==> src/dlt_pkg.sv <==
// types, constants and helpers shared by the delimited line tokenizer
`timescale 1ns / 1ps

package dlt_pkg;

  localparam int LINE_BUFFER = 1024;
  localparam int MAX_TOKENS  = 64;
  localparam int TOKEN_SIZE  = 128;
  localparam int FIFO_DEPTH  = 4;   // power of two

  localparam int LINE_W = $clog2(LINE_BUFFER);
  localparam int TOK_W  = $clog2(MAX_TOKENS);
  localparam int POS_W  = $clog2(TOKEN_SIZE + 1);
  localparam int PTR_W  = $clog2(FIFO_DEPTH);
  localparam int CNT_W  = $clog2(FIFO_DEPTH + 1);

  localparam logic [7:0] CH_COLON  = 8'h3A;
  localparam logic [7:0] CH_ESCAPE = 8'h5C;
  localparam logic [7:0] CH_HASH   = 8'h23;
  localparam logic [7:0] CH_LF     = 8'h0A;
  localparam logic [7:0] CH_CR     = 8'h0D;
  localparam logic [7:0] CH_SPACE  = 8'h20;
  localparam logic [7:0] CH_TAB    = 8'h09;
  localparam logic [7:0] CH_VT     = 8'h0B;
  localparam logic [7:0] CH_FF     = 8'h0C;

  localparam logic [15:0] LINE_MAX = 16'hFFFF;

  typedef enum logic [2:0] {
    KIND_CHAR  = 3'd0,
    KIND_CLOSE = 3'd1,
    KIND_FIELD = 3'd2,
    KIND_SKIP  = 3'd3,
    KIND_ERROR = 3'd4,
    KIND_END   = 3'd5
  } kind_e;

  typedef enum logic [1:0] {
    ERR_TOO_MANY = 2'd0,
    ERR_TOO_LONG = 2'd1,
    ERR_UNCLOSED = 2'd2,
    ERR_NO_DATA  = 2'd3
  } err_e;

  typedef struct packed {
    logic [7:0] byte_in;
    logic       end_of_input;
  } in_item_t;

  typedef struct packed {
    kind_e       kind;
    logic [7:0]  character;
    logic [5:0]  token_slot;
    logic [6:0]  char_position;
    logic [6:0]  token_count;
    err_e        error_code;
    logic [15:0] line_count;
    logic        stream_done;
    logic        last;
  } out_item_t;

  // one queue entry carries every result of one item
  typedef struct packed {
    out_item_t res0;
    out_item_t res1;
    logic      two;
  } q_entry_t;

  typedef struct packed {
    logic full;
    logic empty;
  } fifo_stat_t;

  function automatic logic is_blank(logic [7:0] c);
    return (c == CH_SPACE) || (c == CH_TAB) || (c == CH_VT) || (c == CH_FF);
  endfunction

endpackage

==> src/delimited_line_tokenizer_unit.sv <==
// top level of the delimited line tokenizer
`timescale 1ns / 1ps

// delimited line tokenizer
// input channel: in_valid_i / in_stall_o / in_item_i, one text byte or an
//   end-of-input mark per item; an item is taken at a rising edge with
//   in_valid_i high and in_stall_o low
// output channel: out_valid_o / out_stall_i / out_item_o, one result per item
//   moved; an item yields zero, one or two results, the last one flagged
// throughput: one input item per cycle while in_stall_o is low; the front end
//   updates all line and token state in the cycle it takes a byte, so bytes
//   may follow back to back
// results leave one per cycle through the output register while out_stall_i
//   is low, so an item with two results holds the output side for both; a
//   four-entry queue between the front end and the output side absorbs such bursts
// an item's results are written to the queue at the accepting edge, and the
//   output register loads each from the queue head once it is free
// stall: while out_stall_i is high the shown result holds; the queue fills
//   and in_stall_o rises once it is full
// reset: all line state clears, the field-name token starts open, the line
//   counter is zero and the queue and output register empty; after an error
//   or the end-of-stream result the block takes items but gives no results
//   until the next reset

module delimited_line_tokenizer_unit (
  input  logic               clk_i,
  input  logic               rst_ni,
  input  logic               in_valid_i,
  output logic               in_stall_o,
  input  dlt_pkg::in_item_t  in_item_i,
  output logic               out_valid_o,
  input  logic               out_stall_i,
  output dlt_pkg::out_item_t out_item_o
);

  logic                accept;
  logic                push, pop;
  dlt_pkg::q_entry_t   entry, head;
  dlt_pkg::fifo_stat_t stat;

  // input stalls only on a full queue
  assign in_stall_o = stat.full;
  assign accept     = in_valid_i && !in_stall_o;

  // classify bytes and update line state
  dlt_front u_front (
    .clk_i    (clk_i),
    .rst_ni   (rst_ni),
    .accept_i (accept),
    .item_i   (in_item_i),
    .push_o   (push),
    .entry_o  (entry)
  );

  // decouples the front end from the output stall
  dlt_queue u_queue (
    .clk_i   (clk_i),
    .rst_ni  (rst_ni),
    .push_i  (push),
    .entry_i (entry),
    .pop_i   (pop),
    .head_o  (head),
    .stat_o  (stat)
  );

  // hands results out one at a time
  dlt_back u_back (
    .clk_i       (clk_i),
    .rst_ni      (rst_ni),
    .head_i      (head),
    .stat_i      (stat),
    .pop_o       (pop),
    .out_valid_o (out_valid_o),
    .out_stall_i (out_stall_i),
    .out_item_o  (out_item_o)
  );

endmodule

==> src/dlt_front.sv <==
// front end: takes bytes, keeps line and token state, builds the results of each item
`timescale 1ns / 1ps

module dlt_front (
  input  logic              clk_i,
  input  logic              rst_ni,
  input  logic              accept_i,
  input  dlt_pkg::in_item_t item_i,
  output logic              push_o,
  output dlt_pkg::q_entry_t entry_o
);

  logic [dlt_pkg::LINE_W-1:0] line_length_q, line_length_d, t_ll;
  logic [dlt_pkg::TOK_W-1:0]  token_number_q, token_number_d, t_tn;
  logic [dlt_pkg::POS_W-1:0]  position_q, position_d, t_pos;
  logic                       token_open_q, token_open_d, t_open;
  logic                       escape_q, escape_d, t_esc;
  logic                       after_cr_q, after_cr_d;
  logic                       comment_q, comment_d, t_cmt;
  logic                       seen_q, seen_d, t_seen;
  logic [15:0]                lines_read_q, lines_read_d;
  logic                       halted_q, halted_d;

  logic [7:0]                 c;
  logic                       blank;
  logic [15:0]                cur_line;
  logic [dlt_pkg::TOK_W:0]    tn_inc;
  logic                       tb_v, tb_fail, do_el, el_err, end_v;
  dlt_pkg::out_item_t         tb_res, el_res, end_res, r0, r1;
  logic [1:0]                 n_res;

  function automatic dlt_pkg::out_item_t fail_res(dlt_pkg::err_e code, logic [15:0] line);
    dlt_pkg::out_item_t r;
    r             = '0;
    r.kind        = dlt_pkg::KIND_ERROR;
    r.error_code  = code;
    r.line_count  = line;
    r.stream_done = 1'b1;
    return r;
  endfunction

  function automatic dlt_pkg::out_item_t char_res(logic [7:0] ch,
      logic [dlt_pkg::TOK_W-1:0] slot, logic [dlt_pkg::POS_W-1:0] pos, logic [15:0] line);
    dlt_pkg::out_item_t r;
    r               = '0;
    r.kind          = dlt_pkg::KIND_CHAR;
    r.character     = ch;
    r.token_slot    = 6'(slot);
    r.char_position = 7'(pos);
    r.line_count    = line;
    return r;
  endfunction

  function automatic dlt_pkg::out_item_t end_line_res(logic cmt, logic seen, logic open,
      logic [dlt_pkg::TOK_W-1:0] tn, logic [15:0] line);
    dlt_pkg::out_item_t r;
    r            = '0;
    r.line_count = line;
    if (cmt || !seen) begin
      r.kind = dlt_pkg::KIND_SKIP;
    end else if (open) begin
      r = fail_res(dlt_pkg::ERR_UNCLOSED, line);
    end else if (tn == dlt_pkg::TOK_W'(1)) begin
      r = fail_res(dlt_pkg::ERR_NO_DATA, line);
    end else begin
      r.kind        = dlt_pkg::KIND_FIELD;
      r.token_count = 7'(tn);
    end
    return r;
  endfunction

  assign c        = item_i.byte_in;
  assign blank    = dlt_pkg::is_blank(c);
  assign cur_line = (lines_read_q != dlt_pkg::LINE_MAX) ? lines_read_q + 16'd1
                                                        : dlt_pkg::LINE_MAX;
  assign tn_inc   = {1'b0, token_number_q} + {{dlt_pkg::TOK_W{1'b0}}, 1'b1};

  // per-byte line handling, then line end, then end of stream
  always_comb begin
    t_ll    = line_length_q;
    t_tn    = token_number_q;
    t_pos   = position_q;
    t_open  = token_open_q;
    t_esc   = escape_q;
    t_cmt   = comment_q;
    t_seen  = seen_q;
    tb_v    = 1'b0;
    tb_fail = 1'b0;
    tb_res  = '0;
    do_el   = 1'b0;
    end_v   = 1'b0;
    after_cr_d = after_cr_q;

    if (accept_i && !halted_q) begin
      if (item_i.end_of_input) begin
        after_cr_d = 1'b0;
        do_el      = (line_length_q != '0);
      end else if (c == dlt_pkg::CH_CR) begin
        after_cr_d = 1'b1;
        do_el      = 1'b1;
      end else if (c == dlt_pkg::CH_LF) begin
        if (after_cr_q) begin
          after_cr_d = 1'b0;
        end else begin
          do_el = 1'b1;
        end
      end else begin
        after_cr_d = 1'b0;
        t_cmt = comment_q || ((line_length_q == '0) && (c == dlt_pkg::CH_HASH));
        t_ll  = line_length_q + dlt_pkg::LINE_W'(1);
        if (t_cmt) begin
          // rest of a comment line is dropped
        end else if (!seen_q && blank) begin
          if (position_q < dlt_pkg::POS_W'(dlt_pkg::TOKEN_SIZE - 1)) begin
            tb_v   = 1'b1;
            tb_res = char_res(c, token_number_q, position_q, cur_line);
          end
          if (position_q < dlt_pkg::POS_W'(dlt_pkg::TOKEN_SIZE)) begin
            t_pos = position_q + dlt_pkg::POS_W'(1);
          end
        end else begin
          t_seen = 1'b1;
          if (!seen_q && (position_q > dlt_pkg::POS_W'(dlt_pkg::TOKEN_SIZE - 1))) begin
            tb_fail = 1'b1;
            tb_res  = fail_res(dlt_pkg::ERR_TOO_LONG, cur_line);
          end else if (escape_q || ((c != dlt_pkg::CH_ESCAPE) && (c != dlt_pkg::CH_COLON)))
          begin
            t_esc = 1'b0;
            if (!token_open_q && !blank) begin
              t_open = 1'b1;
            end
            if (position_q >= dlt_pkg::POS_W'(dlt_pkg::TOKEN_SIZE - 1)) begin
              tb_fail = 1'b1;
              tb_res  = fail_res(dlt_pkg::ERR_TOO_LONG, cur_line);
            end else begin
              tb_v   = 1'b1;
              tb_res = char_res(c, token_number_q, position_q, cur_line);
              t_pos  = position_q + dlt_pkg::POS_W'(1);
            end
          end else if (c == dlt_pkg::CH_ESCAPE) begin
            t_esc = 1'b1;
          end else begin
            // colon closes the token
            if (token_number_q == dlt_pkg::TOK_W'(dlt_pkg::MAX_TOKENS - 1)) begin
              tb_fail = 1'b1;
              tb_res  = fail_res(dlt_pkg::ERR_TOO_MANY, cur_line);
            end else begin
              tb_v                 = 1'b1;
              tb_res               = '0;
              tb_res.kind          = dlt_pkg::KIND_CLOSE;
              tb_res.token_slot    = 6'(token_number_q);
              tb_res.char_position = 7'(position_q);
              tb_res.token_count   = 7'(tn_inc);
              tb_res.line_count    = cur_line;
              t_tn                 = dlt_pkg::TOK_W'(tn_inc);
              t_pos                = '0;
              t_open               = 1'b0;
            end
          end
        end
        // full line buffer splits the line
        do_el = !tb_fail && (t_ll >= dlt_pkg::LINE_W'(dlt_pkg::LINE_BUFFER - 1));
      end
    end

    el_res = end_line_res(t_cmt, t_seen, t_open, t_tn, cur_line);
    el_err = do_el && (el_res.kind == dlt_pkg::KIND_ERROR);

    end_res            = '0;
    end_res.kind       = dlt_pkg::KIND_END;
    end_res.line_count = do_el ? cur_line : lines_read_q;
    end_res.stream_done = 1'b1;
    end_v = accept_i && !halted_q && item_i.end_of_input && !el_err;
  end

  // next state
  always_comb begin
    line_length_d  = t_ll;
    token_number_d = t_tn;
    position_d     = t_pos;
    token_open_d   = t_open;
    escape_d       = t_esc;
    comment_d      = t_cmt;
    seen_d         = t_seen;
    lines_read_d   = lines_read_q;
    halted_d       = halted_q || tb_fail || el_err ||
                     (accept_i && item_i.end_of_input);
    if (do_el) begin
      lines_read_d   = cur_line;
      line_length_d  = '0;
      token_number_d = '0;
      position_d     = '0;
      token_open_d   = 1'b1;
      escape_d       = 1'b0;
      comment_d      = 1'b0;
      seen_d         = 1'b0;
    end
  end

  // result packing, in the order byte result, line end, stream end
  always_comb begin
    r0    = '0;
    r1    = '0;
    n_res = 2'd0;
    if (tb_v || tb_fail) begin
      r0 = tb_res;
      if (do_el) begin
        r1    = el_res;
        n_res = 2'd2;
      end else begin
        n_res = 2'd1;
      end
    end else if (do_el) begin
      r0 = el_res;
      if (end_v) begin
        r1    = end_res;
        n_res = 2'd2;
      end else begin
        n_res = 2'd1;
      end
    end else if (end_v) begin
      r0    = end_res;
      n_res = 2'd1;
    end
    if (n_res == 2'd2) begin
      r1.last = 1'b1;
    end else begin
      r0.last = 1'b1;
    end
  end

  assign push_o        = (n_res != 2'd0);
  assign entry_o.res0  = r0;
  assign entry_o.res1  = r1;
  assign entry_o.two   = (n_res == 2'd2);

  always_ff @(posedge clk_i or negedge rst_ni) begin
    if (!rst_ni) begin
      line_length_q  <= '0;
      token_number_q <= '0;
      position_q     <= '0;
      token_open_q   <= 1'b1;
      escape_q       <= 1'b0;
      after_cr_q     <= 1'b0;
      comment_q      <= 1'b0;
      seen_q         <= 1'b0;
      lines_read_q   <= '0;
      halted_q       <= 1'b0;
    end else begin
      line_length_q  <= line_length_d;
      token_number_q <= token_number_d;
      position_q     <= position_d;
      token_open_q   <= token_open_d;
      escape_q       <= escape_d;
      after_cr_q     <= after_cr_d;
      comment_q      <= comment_d;
      seen_q         <= seen_d;
      lines_read_q   <= lines_read_d;
      halted_q       <= halted_d;
    end
  end

endmodule

==> src/dlt_queue.sv <==
// short flop queue between front end and output side
`timescale 1ns / 1ps

module dlt_queue (
  input  logic                clk_i,
  input  logic                rst_ni,
  input  logic                push_i,
  input  dlt_pkg::q_entry_t   entry_i,
  input  logic                pop_i,
  output dlt_pkg::q_entry_t   head_o,
  output dlt_pkg::fifo_stat_t stat_o
);

  dlt_pkg::q_entry_t         mem_q [dlt_pkg::FIFO_DEPTH];
  logic [dlt_pkg::PTR_W-1:0] wr_ptr_q, wr_ptr_d, rd_ptr_q, rd_ptr_d;
  logic [dlt_pkg::CNT_W-1:0] count_q, count_d;
  logic                      do_push, do_pop;

  assign stat_o.full  = (count_q == dlt_pkg::CNT_W'(dlt_pkg::FIFO_DEPTH));
  assign stat_o.empty = (count_q == '0);
  assign do_push      = push_i && !stat_o.full;
  assign do_pop       = pop_i && !stat_o.empty;
  assign head_o       = mem_q[rd_ptr_q];

  always_comb begin
    wr_ptr_d = do_push ? wr_ptr_q + dlt_pkg::PTR_W'(1) : wr_ptr_q;
    rd_ptr_d = do_pop  ? rd_ptr_q + dlt_pkg::PTR_W'(1) : rd_ptr_q;
    count_d  = count_q;
    if (do_push && !do_pop) begin
      count_d = count_q + dlt_pkg::CNT_W'(1);
    end else if (do_pop && !do_push) begin
      count_d = count_q - dlt_pkg::CNT_W'(1);
    end
  end

  always_ff @(posedge clk_i) begin
    if (do_push) begin
      mem_q[wr_ptr_q] <= entry_i;
    end
  end

  always_ff @(posedge clk_i or negedge rst_ni) begin
    if (!rst_ni) begin
      wr_ptr_q <= '0;
      rd_ptr_q <= '0;
      count_q  <= '0;
    end else begin
      wr_ptr_q <= wr_ptr_d;
      rd_ptr_q <= rd_ptr_d;
      count_q  <= count_d;
    end
  end

endmodule

==> src/dlt_back.sv <==
// output side: splits queue entries into single results behind an output register
`timescale 1ns / 1ps

module dlt_back (
  input  logic                clk_i,
  input  logic                rst_ni,
  input  dlt_pkg::q_entry_t   head_i,
  input  dlt_pkg::fifo_stat_t stat_i,
  output logic                pop_o,
  output logic                out_valid_o,
  input  logic                out_stall_i,
  output dlt_pkg::out_item_t  out_item_o
);

  logic               out_valid_q, out_valid_d;
  logic               phase_q, phase_d;
  dlt_pkg::out_item_t out_item_q;
  logic               load_ok, take;

  assign load_ok = !out_valid_q || !out_stall_i;
  assign take    = load_ok && !stat_i.empty;

  always_comb begin
    out_valid_d = load_ok ? !stat_i.empty : out_valid_q;
    pop_o       = take && (phase_q || !head_i.two);
    phase_d     = take ? (head_i.two && !phase_q) : phase_q;
  end

  always_ff @(posedge clk_i) begin
    if (take) begin
      out_item_q <= phase_q ? head_i.res1 : head_i.res0;
    end
  end

  always_ff @(posedge clk_i or negedge rst_ni) begin
    if (!rst_ni) begin
      out_valid_q <= 1'b0;
      phase_q     <= 1'b0;
    end else begin
      out_valid_q <= out_valid_d;
      phase_q     <= phase_d;
    end
  end

  assign out_valid_o = out_valid_q;
  assign out_item_o  = out_item_q;

endmodule

==> config.mk <==
export PLATFORM = sky130hd
export DESIGN_NAME = delimited_line_tokenizer_unit
export DESIGN_NICKNAME = d
export VERILOG_FILES = /design/src/dlt_pkg.sv /design/src/delimited_line_tokenizer_unit.sv /design/src/dlt_front.sv /design/src/dlt_queue.sv /design/src/dlt_back.sv
export SDC_FILE = /design/constraint.sdc
export NUM_CORES = 1
export LEC_CHECK = 0
export BUFFER_PORTS_ARGS = -buffer_cell sky130_fd_sc_hd__buf_2
export CAP_MARGIN = 20
export CORE_MARGIN = 2
export CORE_UTILIZATION = 63
export DETAILED_ROUTE_END_ITERATION = 7
export HOLD_SLACK_MARGIN = 0.03
export PLACE_DENSITY = 0.87
export REMOVE_ABC_BUFFERS = 1
export SLEW_MARGIN = 15
export SYNTH_ARGS = -nofsm -noshare
export SYNTH_HDL_FRONTEND = slang
export SYNTH_SLANG_ARGS = --single-unit
==> constraint.sdc <==
create_clock -name clk_i -period 9.8 [get_ports clk_i]
set_input_delay 1.96 -clock clk_i [delete_from_list [all_inputs] [get_ports clk_i]]
set_output_delay 1.96 -clock clk_i [all_outputs]
set_load 0.01 [all_outputs]
* Word level (Yosys, flattened, before mapping)
Memories as Yosys holds them, arrays and structs flattened.
Index checks and enable logic that the tools add are counted.
** Word-level totals
- Flip-flop bits (word level) :: 106
- Bits in writable memories :: 412
- Input port bits :: 13
- Output and inout port bits :: 53
- Word-level logic and storage cells :: 256
- Memories :: 1
** Memories
- u_queue.mem_q :: depth 4, bits a word 103, read ports 1, clocked after memory_dff 0, wr ports 1, RTL line dlt_queue.sv:14 : dlt_pkg::q_entry_t mem_q [dlt_pkg::FIFO_DEPTH];
** Operators by class
- $add $sub $neg :: 8
- $lt $le $gt $ge :: 5
- Equal/unequal tests :: 27
- Multiplexer cells :: 135
- Reduce and logical (&&, ||, !) cells :: 56
** Operator list (count)
- 2-to-1 mux 51 bit :: 19
- 2-to-1 mux 8 bit :: 13
- 2-to-1 mux 48 bit :: 2
- 2-to-1 mux 1 bit :: 73
- 2-to-1 mux 6 bit :: 12
- 2-to-1 mux 10 bit :: 5
- == test 8 x 4 -> 1 bit (second input constant) :: 5
- 2-to-1 mux 16 bit :: 2
- 2-to-1 mux 20 bit :: 1
- logical AND 1 bit :: 19
- adder 16 x 1 -> 16 bit (second input constant) :: 1
- == test 8 x 6 -> 1 bit (second input constant) :: 2
- != test 16 bit (second input constant) :: 1
- logical NOT 1 bit :: 15
- logical OR 1 bit :: 12
- 2-to-1 mux 3 bit :: 4
- != test 2 x 1 -> 1 bit (second input constant) :: 6
- adder 10 x 1 -> 10 bit (second input constant) :: 1
- >= comparator 10 bit (second input constant) :: 1
- logical NOT 10 bit :: 1
- AND reduction 10 bit :: 1
- nonzero test 10 bit :: 1
- adder 8 x 1 -> 8 bit (second input constant) :: 1
- == test 8 x 7 -> 1 bit (second input constant) :: 1
- 24 further kinds :: 32

* Logic depth before layout (Yosys ltp)
- Depth after elaboration :: 30
- Gate-level depth with buffers :: 20
- Depth with buffers taken out :: 19

* Hierarchy
Synthesis repeated with hierarchy kept, for this count alone.
** Second synthesis, totals
- Cells, all modules :: 1249
- Area total of the unflattened synthesis :: 22180.0 µm²
** By module, submodules not included
- dlt_queue :: instances 1, cells an instance 575, area each 15288.4 µm², sequential area each 12547.0 µm²
- dlt_front :: instances 1, cells an instance 557, area each 4390.5 µm², sequential area each 1152.4 µm²
- dlt_back :: instances 1, cells an instance 116, area each 2487.4 µm², sequential area each 1581.5 µm²
- delimited_line_tokenizer_unit :: instances 1, cells an instance 1, area each 13.8 µm², sequential area each 0.0 µm²

* Least setup slack after synthesis
OpenSTA, ideal clock, no wires.
- Path kind :: input to register
- Start :: input in_item_i[3] (netlist bit)
- End :: memory u_queue.mem_q[0][100] (netlist bit), enable pin
- Library setup time :: 0.445 ns
- Arrival :: 6.610 ns
- Required time :: 9.355 ns
- Path slack :: 2.745 ns
- Stages on the path :: 11
- Path buffers :: 0
- Path through :: nand4bb_1 > or4_4 > nor3_4 > nand4_2 > mux2i_2 > nand4_2 > a21oi_2 > a21boi_0 > ha_1 > a31oi_2 > and2_1
** On the way
- Longest elaborated chain between the ends :: 28
- Elaborated cells on any way between the ends :: 97
- Classes of those cells :: 12 x eq/ne; 65 x mux; 20 x reduce/logical
** Ends and longest elaborated chain
- from (decl) :: RTL line delimited_line_tokenizer_unit.sv:30 : input dlt_pkg::in_item_t in_item_i,
- branches (longest 23 deep; another with != test 8 x 7 -> 1 bit)
- 2-to-1 mux 2 bit (*) :: RTL line dlt_front.sv:205 : if (tb_v || tb_fail) begin
- nonzero test 2 bit (*) :: RTL line dlt_front.sv:232 : assign push_o = (n_res != 2'd0);
- logical AND 1 bit (*) :: RTL line dlt_queue.sv:21 : assign do_push = push_i && !stat_o.full;
- named net u_queue.do_push :: RTL line dlt_queue.sv:17 : logic do_push, do_pop;
- 2-to-1 mux 1 bit (*) :: RTL line dlt_queue.sv:37 : if (do_push) begin
- 2-to-1 mux 1 bit (implied by the code) (*) :: RTL line dlt_queue.sv:38 : mem_q[wr_ptr_q] <= entry_i;
- to (decl) :: RTL line dlt_queue.sv:14
Mark *: on every way through the listed nets, which the timed path passes. The select of a mux whose other input is x is not followed.

* Worst setup path after layout
- Start :: input in_item_i[3] (netlist bit)
- End :: memory u_queue.mem_q[1][96] (netlist bit), enable pin
The elaborated chain is that of the path after synthesis.

==> metrics.md <==
| Metric | Value |
|---|---|
| Status | finished, final reports clean |
| First-pass GRT wire length | 56.50 mm |
| Die Ht | 171.0 µm |
| Register area share after synthesis | 69.75% |
| Final setup fails | 0 |
| Net Switching | 0.001247 W |
| Die Area | 29230 µm² |
| CTS Buffer Depth | 3 |
| Slew Viols, Final | 0 |
| Worst IR Drop VDD | 0.0001501 V |
| Commonest non-fill, non-tap cell in the layout | edfxtp_1 |
| Startpoint Class | input pin |
| Largest net degree at the start of global routing | 60 |
| CP Max Fanout | 49 |
| Detailed Route WL | 36.29 mm |
| Clk_lat worst skew | 0.54 ns |
| Max-cap check violation count | 0 |
| Sequential power share | 47.6% |
| Ys Warns | 0 |
| Filler cells | 1645 |
| Final hold violations | 0 |
| Root Driver | clkbuf_16 |
| Initial core utilization | 63.56% |
| CTS H-tree depth | 2 |
| Avg WL per Cell | 22.93 µm |
| Final Wtd Congestion | 0.9068 |
| Hold Crit Start | u_queue.count_q[2]$_DFFE_PN0P_ |
| CTS tree | yes |
| Design Area, Final | 19580 µm² |
| Vias in the first global route | 9971 |
| CTS resizes | 0 |
| Drt drc | 0 |
| Dpl cells | 1509 |
| Max-slew headroom | 23.21% |
| Min Tclk post-route | 7.014 ns |
| Hold crit path type | register to register |
| Core area | 27630 µm² |
| TritonCTS Sinks | 417 |
| Hold_buf cts | 0 |
| Layout Cells excl Fill | 1583 |
| Worst setup startpoint | in_item_i[3] |
| Row count | 61 |
| Worst hold slack | 0.4882 ns |
| Total Nets Final | 1202 |
| Worst-path clk slew | 0.06 ns |
| All-Layer GR Usage | 25.62% |
| Clock power share | 33.4% |
| Part of the cycle the worst path needs | 71.57% |
| Total grt overflow | 0 |
| Initial antenna violation count | 1 |
| Reg2Reg Launch Point | u_front.token_number_q[0]$_DFF_PN0_ |
| Skew final | 0.01628 ns |
| Asr flop ratio synth | 13.19% |
| Slew @ Worst Pin | 1.152 ns |
| Logic pwr share | 19.0% |
| Post-CTS setup buffer count | 0 |
| Vias/cell | 6.402 |
| Io pins | 66 |
| Synth Area in XOR/XNOR | 1.496% |
| First drt pass iteration count | 6 |
| Number of synthesized flops with an enable pin | 362 |
| WHS Path Cells | 1 |
| Total number of vias | 10140 |
| Post-synthesis compound-gate area fraction | 5.629% |
| Post-DP HPWL | 20.40 mm |
| Fmax | 0.1426 GHz |
| Crit path kind | input pin to register |
| Sw frac | 26.66% |
| Power per Cell Area | 238.9 nW/µm² |
| #FFs+latches synth | 417 |
| Post-synthesis adder-cell area fraction | 1.183% |
| Count of different cell masters after synthesis | 79 |
| Post-Syn Area | 17560 µm² |
| Die width | 171.0 µm |
| Ys flop type | edfxtp_1 |
| P&R area growth vs syn | 11.51% |
| Largest family of logic cells by synthesized area | multiplexers |
| Total power draw | 0.004678 W |
| Fraction of final layout cells sized beyond drive strength 1 | 20.60% |
| Total CTS buffers | 40 |
| Int Pwr | 0.003431 W |
| Worst EP required | 9.97 ns |
| Post-synthesis mux area share | 10.58% |
| Total negative setup slack | 0 ns |
| Placed instance area | 18230 µm² |
| First DRT Iteration DRCs | 1075 |
| Synthesized area per cell | 15.79 µm² |
| Most frequent cells in the layout | edfxtp_1 (362), nand2_1 (126), mux4_2 (78) |
| CP endpoint kind | register |
| Lkg Pwr | 7.319 nW |
| Crit path DAT | 7.18 ns |
| Port buffer count | 65 |
| R2R depth | 14 |
| RSZ-0062 raised after global routing | no |
| Final ANT Viol Nets | 0 |
| Post-synthesis simple-gate area fraction | 9.533% |
| Synth Instances | 1112 |
final timing paths:
| check | end | slack [ns] |
|---|---|---|
| worst max-delay path | u_queue.mem_q[1][96]$_DFFE_PP_ | 2.79 |
| worst min-delay path | u_queue.count_q[2]$_DFFE_PN0P_ | 0.49 |
| worst max register to register | u_queue.mem_q[1][96]$_DFFE_PP_ | 3.86 |
| worst min register to register | u_queue.count_q[2]$_DFFE_PN0P_ | 0.49 |
| max in group asynchronous | u_queue.rd_ptr_q[0]$_DFFE_PN0P_ | 7.68 |
| min in group asynchronous | u_front.lines_read_q[8]$_DFF_PN0_ | 1.56 |
synthesized netlist by cell type, types with 3 or more instances:
library cell	number	area share (%)
buf_1	10	0.21
a21oi_1	58	1.7
xnor2_1	17	0.85
a311oi_1	9	0.45
o21bai_1	3	0.13
mux2i_1	4	0.23
a31oi_1	16	0.57
and2_1	42	1.5
mux2_2	3	0.19
a22o_1	3	0.15
or2_2	5	0.18
edfxtp_1	362	62
nand3_1	16	0.46
o21ai_0	14	0.40
a211o_1	3	0.15
a22oi_1	3	0.13
nand2_1	126	2.7
and3_1	31	1.1
nor2_1	59	1.3
nand2b_1	6	0.21
inv_1	16	0.34
a211oi_1	6	0.26
xor2_1	13	0.65
nand4_1	9	0.32
a21o_1	4	0.17
mux4_2	78	10
nor3_1	12	0.34
and4_1	3	0.15
o22ai_1	3	0.11
dfrtp_1	54	7.7
buf_2	8	0.23
clkbuf_1	39	0.83
or3_1	3	0.11
nor4_1	5	0.18
ha_1	15	1.1
registers in the layout (all words and copies together) (netlist names), 2 cells and up:
name,flops
u_queue.mem_q,312
u_queue.wr_ptr_q,2
u_front.lines_read_q,16
u_queue.count_q,3
u_front.line_length_q,10
u_front.position_q,8
u_back.out_item_o,50
u_queue.rd_ptr_q,2
u_front.token_number_q,6
layer usage:
metal / global-route usage, % / wire (µm) / part of all wire (%)
met1: 36.53 / 14530 / 40
met2: 41.58 / 17720 / 49
met3: 3.932 / 3056 / 8.4
met4: 8.217 / 982 / 2.7
met5: 0 / 0 / 0
kinds of logic after synthesis:
kind of cell | after synthesis
buf+inv | 78
other cells | 1
simple gates | 336
fa+ha+maj | 16
mux | 87
xor+xnor | 30
flops | 417
compound gates | 147
through the flow:
step           util, %  setup slack, ns
2_1_floorplan        -            2.532
3_3_place_gp     65.99            2.537
3_5_place_dp     65.99            2.386
4_1_cts          70.85            2.839
5_1_grt          70.86            2.379
6_report         70.87            2.786
critical path, cell delays in order:
cell,delay (ns)
buf_2,0.14
nand4bb_1,0.32
or4_4,0.59
nor3_1,0.23
a21oi_2,0.10
o311a_1,0.41
nor2_2,0.43
inv_2,0.49
a21boi_0,0.41
ha_1,0.30
inv_1,0.08
a31oi_2,0.38
and2_4,0.74
buf_4,0.55
final cells by class:
class / instances / area [µm²] / share of cell area (%)
Tap cell: 378 / 473.0 / 2.415
Inverter: 18 / 67.56 / 0.3450
Timing Repair Buffer: 76 / 407.9 / 2.083
Sequential cell: 417 / 12260 / 62.59
Antenna cell: 1 / 2.502 / 0.01278
Clock buffer: 52 / 1099 / 5.610
Clock inverter: 21 / 244.0 / 1.246
Multi-Input combinational cell: 620 / 5032 / 25.70
power by group through the flow:
stage	Combinational, W	Clock (W)	Sequential (W)
floorplan	0.000491	0	0.00239
CTS	0.000900	0.00158	0.00223
detailed placement	0.000884	0	0.00226
global route	0.000962	0.00165	0.00225
finish	0.000888	0.00156	0.00223
global placement	0.000871	0	0.00226
Note: power is estimated with default switching activity, not from simulation.
